## config.mk

```make
export PLATFORM = sky130hd
export DESIGN_NAME = pgac_ctrl
export DESIGN_NICKNAME = d
export VERILOG_FILES = /design/src/hdl/pgac_pkg.sv /design/src/hdl/pgac_ctrl.sv
export SDC_FILE = /design/constraint.sdc
export NUM_CORES = 1
export LEC_CHECK = 0
export BUFFER_PORTS_ARGS = -buffer_cell sky130_fd_sc_hd__buf_4
export CORE_MARGIN = 1.5
export CORE_UTILIZATION = 62
export CTS_CLUSTER_DIAMETER = 50
export CTS_CLUSTER_SIZE = 25
export DETAILED_ROUTE_END_ITERATION = 12
export GPL_TIMING_DRIVEN = 1
export PLACE_DENSITY = 0.86
export REMOVE_ABC_BUFFERS = 1
export SETUP_SLACK_MARGIN = 0.15
export SYNTH_ARGS = -nofsm -noshare
export SYNTH_HDL_FRONTEND = slang
export SYNTH_SLANG_ARGS = --single-unit
```

## constraint.sdc

```tcl
create_clock -name clk_i -period 4.6 [get_ports clk_i]
set_input_delay 0.23 -clock clk_i [delete_from_list [all_inputs] [get_ports clk_i]]
set_output_delay 0.23 -clock clk_i [all_outputs]
set_load 0.03 [all_outputs]
```

## src/hdl/pgac_pkg.sv

```systemverilog
`default_nettype none
// ----------------------------------------------------------------------------
// pgac_pkg
// Types, constants and rounding helpers shared by the guidance command block.
// ----------------------------------------------------------------------------
package pgac_pkg;

  localparam int unsigned NUM_W = 38;  // ldot dividend width and divider step count
  localparam logic [29:0] LDOT_SCALE = 30'd4000000;
  localparam logic [15:0] GAIN_RESET = 16'd5120;

  localparam int unsigned SH_CROSS = 14;
  localparam int unsigned SH_GAIN  = 8;
  localparam int unsigned SH_ROT   = 4;
  localparam int unsigned SH_OUT   = 24;

  typedef enum logic [2:0] {
    SA_LD, SA_OM, SA_C, SA_ACCEL, SA_QUAT, SA_DMAG
  } asrc_e;

  typedef enum logic [2:0] {
    SB_LOS, SB_GAIN, SB_ROT, SB_QUAT, SB_SCALE
  } bsrc_e;

  typedef enum logic [1:0] {
    ACC_SET, ACC_ADD, ACC_SUB
  } accm_e;

  typedef enum logic [2:0] {
    DST_NONE, DST_OM, DST_C, DST_ACCEL, DST_PROD, DST_RES
  } dst_e;

  typedef enum logic [3:0] {
    CMD_NONE, CMD_LOAD, CMD_OPND, CMD_MUL, CMD_ACC, CMD_WR,
    CMD_DIV_INIT, CMD_DIV_STEP, CMD_LD_SAT, CMD_OUT
  } cmd_e;

  typedef struct packed {
    asrc_e       asrc;
    logic [3:0]  aidx;
    bsrc_e       bsrc;
    logic [3:0]  bidx;
    accm_e       accm;
    dst_e        dst;
    logic [3:0]  didx;
  } uop_t;

  typedef struct packed {
    cmd_e        cmd;
    uop_t        uop;
    logic [1:0]  idx;
  } ctl_t;

  // shift right, round to nearest, ties away from zero
  function automatic logic signed [63:0] rnd_shr(input logic signed [63:0] v,
                                                 input int unsigned sh);
    logic [63:0] m;
    m = v[63] ? 64'(-v) : 64'(v);
    m = (m + (64'd1 << (sh - 1))) >> sh;
    return v[63] ? -$signed(m) : $signed(m);
  endfunction

  function automatic logic ovf32(input logic signed [63:0] v);
    return (v > 64'sd2147483647) || (v < -64'sd2147483648);
  endfunction

  function automatic logic signed [31:0] sat32(input logic signed [63:0] v);
    if (v > 64'sd2147483647) begin
      return 32'sh7FFFFFFF;
    end else if (v < -64'sd2147483648) begin
      return 32'sh80000000;
    end else begin
      return $signed(v[31:0]);
    end
  endfunction

endpackage
`default_nettype wire

```

## src/hdl/pgac_ctrl.sv

```systemverilog
`default_nettype none
// ----------------------------------------------------------------------------
// pgac_ctrl
// Sequencer: runs the ldot divisions and the fixed multiply program.
// ----------------------------------------------------------------------------
module pgac_ctrl
  import pgac_pkg::*;
(
  input  wire  logic clk_i,
  input  wire  logic rst_ni,
  input  wire  logic in_valid_i,
  output logic       in_stall_o,
  output logic       out_valid_o,
  input  wire  logic out_stall_i,
  output ctl_t       ctl_o
);

  localparam logic [5:0] LAST_STEP = 6'd33;

  typedef enum logic [3:0] {
    S_IDLE, S_OPND, S_MUL, S_ACC, S_WR, S_DIV_INIT, S_DIV, S_LD_SAT, S_FIN
  } state_e;

  state_e     state_q;
  logic       ldot_q;
  logic [1:0] idx_q;
  logic [5:0] step_q;
  logic [5:0] cnt_q;
  logic       first_q;
  logic       out_valid_q;
  uop_t       cur;
  logic       out_free;

  function automatic uop_t mk(input asrc_e as, input logic [3:0] ai, input bsrc_e bs,
                              input logic [3:0] bi, input accm_e am, input dst_e ds,
                              input logic [3:0] di);
    uop_t u;
    u.asrc = as; u.aidx = ai; u.bsrc = bs; u.bidx = bi;
    u.accm = am; u.dst = ds; u.didx = di;
    return u;
  endfunction

  function automatic uop_t uop_at(input logic [5:0] s);
    uop_t u;
    unique case (s)
      // omega = los x ldot
      6'd0:  u = mk(SA_LD, 4'd2, SB_LOS, 4'd1, ACC_SET, DST_NONE, 4'd0);
      6'd1:  u = mk(SA_LD, 4'd1, SB_LOS, 4'd2, ACC_SUB, DST_OM, 4'd0);
      6'd2:  u = mk(SA_LD, 4'd0, SB_LOS, 4'd2, ACC_SET, DST_NONE, 4'd0);
      6'd3:  u = mk(SA_LD, 4'd2, SB_LOS, 4'd0, ACC_SUB, DST_OM, 4'd1);
      6'd4:  u = mk(SA_LD, 4'd1, SB_LOS, 4'd0, ACC_SET, DST_NONE, 4'd0);
      6'd5:  u = mk(SA_LD, 4'd0, SB_LOS, 4'd1, ACC_SUB, DST_OM, 4'd2);
      // c = omega x los
      6'd6:  u = mk(SA_OM, 4'd1, SB_LOS, 4'd2, ACC_SET, DST_NONE, 4'd0);
      6'd7:  u = mk(SA_OM, 4'd2, SB_LOS, 4'd1, ACC_SUB, DST_C, 4'd0);
      6'd8:  u = mk(SA_OM, 4'd2, SB_LOS, 4'd0, ACC_SET, DST_NONE, 4'd0);
      6'd9:  u = mk(SA_OM, 4'd0, SB_LOS, 4'd2, ACC_SUB, DST_C, 4'd1);
      6'd10: u = mk(SA_OM, 4'd0, SB_LOS, 4'd1, ACC_SET, DST_NONE, 4'd0);
      6'd11: u = mk(SA_OM, 4'd1, SB_LOS, 4'd0, ACC_SUB, DST_C, 4'd2);
      // gain
      6'd12: u = mk(SA_C, 4'd0, SB_GAIN, 4'd0, ACC_SET, DST_ACCEL, 4'd0);
      6'd13: u = mk(SA_C, 4'd1, SB_GAIN, 4'd0, ACC_SET, DST_ACCEL, 4'd1);
      6'd14: u = mk(SA_C, 4'd2, SB_GAIN, 4'd0, ACC_SET, DST_ACCEL, 4'd2);
      // quaternion products ww xx yy zz xy xz yz wx wy wz
      6'd15: u = mk(SA_QUAT, 4'd0, SB_QUAT, 4'd0, ACC_SET, DST_PROD, 4'd0);
      6'd16: u = mk(SA_QUAT, 4'd1, SB_QUAT, 4'd1, ACC_SET, DST_PROD, 4'd1);
      6'd17: u = mk(SA_QUAT, 4'd2, SB_QUAT, 4'd2, ACC_SET, DST_PROD, 4'd2);
      6'd18: u = mk(SA_QUAT, 4'd3, SB_QUAT, 4'd3, ACC_SET, DST_PROD, 4'd3);
      6'd19: u = mk(SA_QUAT, 4'd1, SB_QUAT, 4'd2, ACC_SET, DST_PROD, 4'd4);
      6'd20: u = mk(SA_QUAT, 4'd1, SB_QUAT, 4'd3, ACC_SET, DST_PROD, 4'd5);
      6'd21: u = mk(SA_QUAT, 4'd2, SB_QUAT, 4'd3, ACC_SET, DST_PROD, 4'd6);
      6'd22: u = mk(SA_QUAT, 4'd0, SB_QUAT, 4'd1, ACC_SET, DST_PROD, 4'd7);
      6'd23: u = mk(SA_QUAT, 4'd0, SB_QUAT, 4'd2, ACC_SET, DST_PROD, 4'd8);
      6'd24: u = mk(SA_QUAT, 4'd0, SB_QUAT, 4'd3, ACC_SET, DST_PROD, 4'd9);
      // body-frame rotation
      6'd25: u = mk(SA_ACCEL, 4'd0, SB_ROT, 4'd0, ACC_SET, DST_NONE, 4'd0);
      6'd26: u = mk(SA_ACCEL, 4'd1, SB_ROT, 4'd1, ACC_ADD, DST_NONE, 4'd0);
      6'd27: u = mk(SA_ACCEL, 4'd2, SB_ROT, 4'd2, ACC_ADD, DST_RES, 4'd0);
      6'd28: u = mk(SA_ACCEL, 4'd0, SB_ROT, 4'd3, ACC_SET, DST_NONE, 4'd0);
      6'd29: u = mk(SA_ACCEL, 4'd1, SB_ROT, 4'd4, ACC_ADD, DST_NONE, 4'd0);
      6'd30: u = mk(SA_ACCEL, 4'd2, SB_ROT, 4'd5, ACC_ADD, DST_RES, 4'd1);
      6'd31: u = mk(SA_ACCEL, 4'd0, SB_ROT, 4'd6, ACC_SET, DST_NONE, 4'd0);
      6'd32: u = mk(SA_ACCEL, 4'd1, SB_ROT, 4'd7, ACC_ADD, DST_NONE, 4'd0);
      6'd33: u = mk(SA_ACCEL, 4'd2, SB_ROT, 4'd8, ACC_ADD, DST_RES, 4'd2);
      default: u = mk(SA_LD, 4'd0, SB_LOS, 4'd0, ACC_SET, DST_NONE, 4'd0);
    endcase
    return u;
  endfunction

  assign out_free = !out_valid_q || !out_stall_i;

  always_comb begin
    cur = ldot_q ? mk(SA_DMAG, {2'b00, idx_q}, SB_SCALE, 4'd0, ACC_SET, DST_NONE, 4'd0)
                 : uop_at(step_q);
    ctl_o.uop = cur;
    ctl_o.idx = idx_q;
    unique case (state_q)
      S_IDLE:     ctl_o.cmd = in_valid_i ? CMD_LOAD : CMD_NONE;
      S_OPND:     ctl_o.cmd = CMD_OPND;
      S_MUL:      ctl_o.cmd = CMD_MUL;
      S_ACC:      ctl_o.cmd = CMD_ACC;
      S_WR:       ctl_o.cmd = CMD_WR;
      S_DIV_INIT: ctl_o.cmd = CMD_DIV_INIT;
      S_DIV:      ctl_o.cmd = CMD_DIV_STEP;
      S_LD_SAT:   ctl_o.cmd = CMD_LD_SAT;
      S_FIN:      ctl_o.cmd = out_free ? CMD_OUT : CMD_NONE;
      default:    ctl_o.cmd = CMD_NONE;
    endcase
  end

  assign in_stall_o  = (state_q != S_IDLE);
  assign out_valid_o = out_valid_q;

  always_ff @(posedge clk_i or negedge rst_ni) begin
    if (!rst_ni) begin
      state_q     <= S_IDLE;
      ldot_q      <= 1'b0;
      idx_q       <= 2'd0;
      step_q      <= 6'd0;
      cnt_q       <= 6'd0;
      first_q     <= 1'b1;
      out_valid_q <= 1'b0;
    end else begin
      if (out_valid_q && !out_stall_i) begin
        out_valid_q <= 1'b0;
      end
      unique case (state_q)
        S_IDLE: begin
          if (in_valid_i) begin
            first_q <= 1'b0;
            ldot_q  <= !first_q;  // first tick has zero ldot
            idx_q   <= 2'd0;
            step_q  <= 6'd0;
            state_q <= S_OPND;
          end
        end
        S_OPND: state_q <= S_MUL;
        S_MUL:  state_q <= S_ACC;
        S_ACC: begin
          if (ldot_q) begin
            state_q <= S_DIV_INIT;
          end else if (cur.dst != DST_NONE) begin
            state_q <= S_WR;
          end else if (step_q == LAST_STEP) begin
            state_q <= S_FIN;
          end else begin
            step_q  <= step_q + 6'd1;
            state_q <= S_OPND;
          end
        end
        S_WR: begin
          if (step_q == LAST_STEP) begin
            state_q <= S_FIN;
          end else begin
            step_q  <= step_q + 6'd1;
            state_q <= S_OPND;
          end
        end
        S_DIV_INIT: begin
          cnt_q   <= 6'(NUM_W - 1);
          state_q <= S_DIV;
        end
        S_DIV: begin
          if (cnt_q == 6'd0) begin
            state_q <= S_LD_SAT;
          end else begin
            cnt_q <= cnt_q - 6'd1;
          end
        end
        S_LD_SAT: begin
          if (idx_q == 2'd2) begin
            ldot_q <= 1'b0;
            step_q <= 6'd0;
          end else begin
            idx_q <= idx_q + 2'd1;
          end
          state_q <= S_OPND;
        end
        S_FIN: begin
          if (out_free) begin
            out_valid_q <= 1'b1;
            state_q     <= S_IDLE;
          end
        end
        default: state_q <= S_IDLE;
      endcase
    end
  end

  a_step_range: assert property (@(posedge clk_i) disable iff (!rst_ni)
    step_q <= LAST_STEP) else $error("step past end of program");

  a_idx_range: assert property (@(posedge clk_i) disable iff (!rst_ni)
    idx_q != 2'd3) else $error("ldot component index out of range");

  a_out_from_fin: assert property (@(posedge clk_i) disable iff (!rst_ni)
    $rose(out_valid_q) |-> $past(state_q) == S_FIN) else $error("result without finish");

  a_accept_starts: assert property (@(posedge clk_i) disable iff (!rst_ni)
    (state_q == S_IDLE && in_valid_i) |=> state_q == S_OPND)
    else $error("accepted beat did not start work");

endmodule
`default_nettype wire

```

==> impl_metrics.json, run 1 <==
{
  "drive_gt1_frac": 0.176,
  "cts_buffers": 3,
  "relSlewSlack": 0.363,
  "critPathKind": "register to output port",
  "endpoint_kind": "output port",
  "crit_fanout": 25,
  "antenna_found_initial": 0,
  "synthTopCellsByArea": "dfrtp_1, nand2_1, a21oi_1",
  "crit_path_start_kind": "register",
  "yosys_warnings": 0,
  "final.setup_skew_ps": 3.03,
  "synth_area_um2": 2130,
  "n_antenna_cell": 0,
  "n_fill_cell": 292,
  "min_period_ps": 2980,
  "postRouteAntennaNets": 0,
  "pwr_density_cell_nw_per_um2": 597,
  "drv_slew": 0,
  "synth_common_cells": "nand2_1, nor2_1, a21oi_1, o21ai_0, dfrtp_1",
  "cp.required_ps": 4370,
  "timing.hold.ws_ps": 109,
  "io_buffers": 32,
  "syn_to_final_growth_pct": 10.8,
  "yosysUniqueCellTypes": 64,
  "fin_cells": 352,
  "worst_skew_pair.late_latency_ps": 310,
  "start_util": 0.643,
  "min_path_type": "input pin to register",
  "grt-ovfl-total": 0,
  "seq_area_um2": 527,
  "synth_largest_area_cell": "dfrtp_1",
  "grt_max_degree": 33,
  "finalSetupViolations": 0,
  "synth_cells": 289,
  "grtUsageTotal": 0.297,
  "status": "completed",
  "yosysMostFrequentCell": "nand2_1",
  "avgSynthCellArea_um2": 7.37,
  "tightest_slew_ps": 955,
  "clk_pin_slew_ps": 110,
  "cts_tree": "done",
  "max_freq_mhz": 336,
  "drt_pass1_iterations": 5,
  "clockBufferDepth": 2,
  "final_util": 0.713,
  "hpwl_um": 3980,
  "cts_resized": 0,
  "r2r_start": "step_q[3]$_DFFE_PN0P_",
  "hold_violations": 0,
  "grt_setup_unrepaired": "no",
  "min_from": "in_valid_i",
  "cts_num_sinks": 21,
  "synth_edf_count": 0,
  "dp.cells": 347,
  "arrival_ps": 2750,
  "fp.dieH_um": 61.6,
  "ios": 35,
  "die-area_um2": 3800,
  "grt_pass1_wl_um": 8460,
  "seq_area_frac_synth": 0.247,
  "placementRows": 21,
  "finalSetupTns_ps": 0,
  "grt_pass1_vias": 1842,
  "ys.flop_type": "dfrtp_1",
  "yosys.area.top_type_share": 0.235,
  "core_um2": 3310,
  "h-tree-depth": 1,
  "peakVddDrop_uv": 389,
  "detail_route.vias_per_cell": 6.30,
  "routedWlPerCell_um": 15.6,
  "die_w_um": 61.6,
  "nets": 322,
  "drv_cap": 0,
  "setup_ws_ps": 1620,
  "vias": 2218,
  "fin_crit_sh": 0.647,
  "p_leak_nw": 1.06,
  "wl_um": 5500,
  "critPathLaunch": "step_q[2]$_DFFE_PN0P_",
  "gp_congestion": 0.948,
  "multi_input_area_um2": 1440,
  "ys_ff_latch": 21,
  "dp_worst_setup_slack_ps": 1800,
  "drt_first_iter_violations": 220,
  "route.detailed.drc": 0,
  "synthArstFlopShare": 1.00,
  "cts-root-buf": "clkbuf_4"
}
[cell type report]
class	instances	area share
Inverter	15	0.0239
Timing Repair Buffer	33	0.106
Sequential cell	21	0.223
Tap cell	46	0.0244
Multi-Input combinational cell	233	0.611
Clock buffer	4	0.0111
[worst paths after layout]
| kind | to | slack (ps) | cells after the start |
|---|---|---|---|
| max in group asynchronous | first_q$_DFFE_PN1P_ | 4010 | 2 |
| worst max register to register | step_q[2]$_DFFE_PN0P_ | 1700 | 6 |
| worst min-delay path | first_q$_DFFE_PN1P_ | 110 | 2 |
| worst max-delay path | ctl_o[18] | 1620 | 8 |
| worst min register to register | first_q$_DFFE_PN1P_ | 470 | 2 |
| min in group asynchronous | idx_q[0]$_DFFE_PN0P_ | 320 | 2 |
[report_power, final]
part,switching (mW),internal (mW)
sequential,0.114,0.238
clock,0.0568,0.0340
combinational,0.589,0.377
[state kept, by name, indices dropped and copies added (netlist names)]
name         count
step_q           6
ldot_q           1
idx_q            2
cnt_q            6
out_valid_o      1
state_q          4
first_q          1
[kinds of logic after synthesis]
group / count (synthesis) / synth area share
other cells: 1 / 0.00176
xor+xnor: 6 / 0.0247
mux: 9 / 0.0494
buf+inv: 36 / 0.0770
compound gates: 89 / 0.273
flops: 21 / 0.247
fa+ha+maj: 11 / 0.0646
simple gates: 116 / 0.262
[critical path, cell delays in order (launching register included)]
cell	delay (ps)
dfrtp_1	880
inv_2	250
ha_1	280
and2_1	130
a221oi_1	200
nor2_1	60
o31ai_1	300
o21ai_0	140
buf_4	190
[timing repair]
item,4_1_cts,5_1_grt
hold buffers,1,0
setup endpoints to repair,0,0
endpoints found under the hold margin,20,0
buffers inserted,0,0
[cells in the final DEF, fill, tap and decap left out, types with 2 or more instances in the layout]
cell	Yosys	final
a211oi_1	2	2
or3_1	2	2
nand2_1	39	39
nor2_1	33	33
xnor2_1	4	4
nor4_1	2	2
o21ai_0	25	25
clkbuf_4	0	3
nor3_1	7	7
buf_4	5	32
and2_1	2	2
xor2_1	2	2
a31oi_1	6	6
inv_1	13	13
nor3_2	2	2
nand4_1	2	2
dfrtp_1	20	20
o21a_1	3	3
nand3b_1	2	2
o211ai_1	2	2
a221oi_1	3	3
mux2i_1	6	6
conb_1	1	2
nor2b_1	4	4
o31ai_1	2	2
a21oi_1	29	29
mux2_4	3	3
or2_1	2	2
ha_1	11	11
or3b_2	2	2
nand3_1	5	5
nand2b_1	3	3
[stage by stage]
| stage | total power [mW] | cell area [um2] |
|---|---|---|
| floorplan | 1.03 | 2030 |
| finish | 1.41 | 2360 |
| global route | 1.51 | 2360 |
| CTS | 1.40 | 2360 |
| global placement | 1.29 | 2320 |
| detailed placement | 1.31 | 2320 |
[layer usage]
metal	vias to the layer above	track usage	wire, um
li1	1047	-	-
met1	1044	0.397	2360
met2	106	0.475	2640
met3	21	0.0210	284
met4	0	0.164	204
met5	-	0	0
Power figures use the tool's default switching activity.
==> run 2: changes to the inputs <==
- CORE_UTILIZATION: 62 -> 52
- PLACE_DENSITY: 0.86 -> 0.76
- clock period: 4.6 -> 2.5 ns (I/O delays scaled with it)
==> run 2 against run 1 <==
Clock power grew 150%. Non-clock buffer count rose by 29. Register-to-register slack worse by 1500 ps. Critical path depth down 1. Sequential cell count unchanged. Worst setup slack worse by 1400 ps. Clock skew down 0.85 ps. Sequential power grew 75%. Global-route usage is 2.7 points lower. Via count up 3.3%. Cell area rose by 15%. Largest power group unchanged. Highest routed layer unchanged.
==> impl_metrics.json, run 2 (synthesis gave the netlist of run 1 again) <==
{
  "cts-root-buf": "clkbuf_8",
  "fin_crit_sh": 0.924,
  "grtUsageTotal": 0.270,
  "design_area_um2": 2720,
  "endpoint_kind": "register",
  "cts_tree": "done",
  "p_clk_frac": 0.076,
  "hold_violations": 0,
  "syn_to_final_growth_pct": 27.6,
  "p_comb_frac": 0.718,
  "placementRows": 23,
  "peakVddDrop_uv": 962,
  "grt_pass1_vias": 2006,
  "drive_gt1_frac": 0.316,
  "clockBufferDepth": 2,
  "critPathBufInv": 0,
  "final_common_cell": "buf_4",
  "grt_setup_unrepaired": "yes",
  "wl_um": 5890,
  "antenna_found_initial": 0,
  "p_leak_nw": 1.22,
  "final.setup_skew_ps": 2.18,
  "cts_buffers": 3,
  "drt_first_iter_violations": 233,
  "routedWlPerCell_um": 15.3,
  "critPathKind": "register to register",
  "pwr_density_cell_nw_per_um2": 1100,
  "final_cell_mix": "buf_4, nand2_1, nor2_1, a21oi_1, o21ai_0",
  "p_switching_mw": 1.50,
  "status": "completed",
  "crit_fanout": 5,
  "power_switching_share": 0.501,
  "dp_worst_setup_slack_ps": 97.2,
  "path_cells": "ha_1 -> nor2b_1 -> a211oi_2 -> o31ai_2 -> a2111o_1 -> a21boi_4 -> mux2_4",
  "cpMaxStageDelayCell": "a2111o_1",
  "min_period_ps": 2310,
  "nets": 351,
  "gp_congestion": 0.986,
  "arrival_ps": 2460,
  "start_util": 0.536,
  "fp.dieH_um": 67.0,
  "h-tree-depth": 1,
  "p_seq_frac": 0.206,
  "ios": 35,
  "reg2regPathDepth": 7,
  "vias": 2291,
  "detail_route.vias_per_cell": 5.95,
  "crit_path_start_kind": "register",
  "cts_num_sinks": 21,
  "hpwl_um": 4290,
  "tightest_slew_ps": 644,
  "cp_top_family": "compound AO/OA/AOI/OAI gates",
  "max_freq_mhz": 433,
  "die-area_um2": 4490,
  "n_antenna_cell": 0,
  "drv_slew": 0,
  "relSlewSlack": 0.568,
  "min_path_cells": 2,
  "grt-ovfl-total": 0,
  "worst_skew_pair.late_latency_ps": 260,
  "drt_pass1_iterations": 5,
  "io_buffers": 32,
  "route.detailed.drc": 0,
  "setup_ws_ps": 189,
  "reg.largest.list": "cnt_q (6), step_q (6), state_q (4)",
  "core_um2": 3970,
  "grt_pass1_wl_um": 9310,
  "min_path_type": "input pin to register",
  "slowest_delay_ps": 470,
  "cp_num_cells": 7,
  "drv_cap": 0,
  "dpl_cell_area_um2": 2480,
  "finalSetupViolations": 0,
  "internal_power_mw": 1.49,
  "die_w_um": 67.0,
  "grt_max_degree": 22,
  "clk_pin_slew_ps": 80,
  "postRouteAntennaNets": 0,
  "cp.required_ps": 2650
}
## run 2: changes by cell type in the layout (fill, tap and decap cells not counted), moves of 3 or more
| cell | delta |
|---|---|
| a21oi_1 | -4 |
| dfrtp_1 | -4 |
| clkbuf_4 | -3 |
| ha_1 | -5 |
| ha_4 | +3 |
| buf_6 | +4 |
| clkbuf_8 | +3 |
| dfrtp_2 | +4 |
| buf_4 | +25 |
| a21oi_2 | +4 |
## run 2: through the flow
stage	instances	hold slack (ps)	utilization	total power, mW	setup TNS (ps)
global placement	371	24.4	0.624	2.52	0
floorplan	269	-171	-	1.89	-527
CTS	379	50.4	0.650	2.84	0
global route	385	56.7	0.684	3.20	0
detailed placement	371	24.4	0.624	2.53	0
finish	385	52.1	0.684	2.99	0
## run 2: worst register-to-register path, delay by kind of cell, from the launching register on
family / cells / cell delay, ps
AND/OR/NAND/NOR: 1 / 100
adder cells (fa/ha/maj): 1 / 290
AO/OA/AOI/OAI: 4 / 1060
flip-flops: 1 / 440
multiplexers: 1 / 320
## run 2: final timing paths
check / startpoint / endpoint / slack, ps
min in group asynchronous: rst_ni / idx_q[0]$_DFFE_PN0P_ / 290
max in group asynchronous: rst_ni / first_q$_DFFE_PN1P_ / 1940
worst max-delay path: step_q[1]$_DFFE_PN0P_ / step_q[0]$_DFFE_PN0P_ / 190
worst min-delay path: in_valid_i / first_q$_DFFE_PN1P_ / 50
worst max register to register: step_q[1]$_DFFE_PN0P_ / step_q[0]$_DFFE_PN0P_ / 190
worst min register to register: first_q$_DFFE_PN1P_ / first_q$_DFFE_PN1P_ / 460
## run 2: final cells by class
| type | count | area (um2) |
|---|---|---|
| Clock buffer | 4 | 45.0 |
| Multi-Input combinational cell | 233 | 1530 |
| Tap cell | 50 | 62.6 |
| Fill cell | 342 | 1250 |
| Sequential cell | 21 | 532 |
| Inverter | 15 | 60.1 |
| Timing Repair Buffer | 62 | 483 |
## run 2: routing by layer
layer	vias up	wire length, um	GRT usage
li1	1113	-	-
met1	1055	2590	0.346
met2	105	2810	0.458
met3	18	303	0.0355
met4	0	187	0.107
met5	-	0	0
## run 2: timing repair
item                       4_1_cts  5_1_grt
setup endpoints to repair        4        9
pin swaps                        4        7
gates resized for setup          9       23
hold endpoints to repair        21        0
hold buffers                     1        0
setup buffers                    3        6
## run 2: power groups by stage
stage	sequential (mW)	combinational (mW)	clock (mW)
floorplan	0.637	1.25	0
global placement	0.604	1.92	0
detailed placement	0.607	1.93	0
CTS	0.596	2.02	0.232
global route	0.639	2.32	0.241
finish	0.616	2.15	0.226
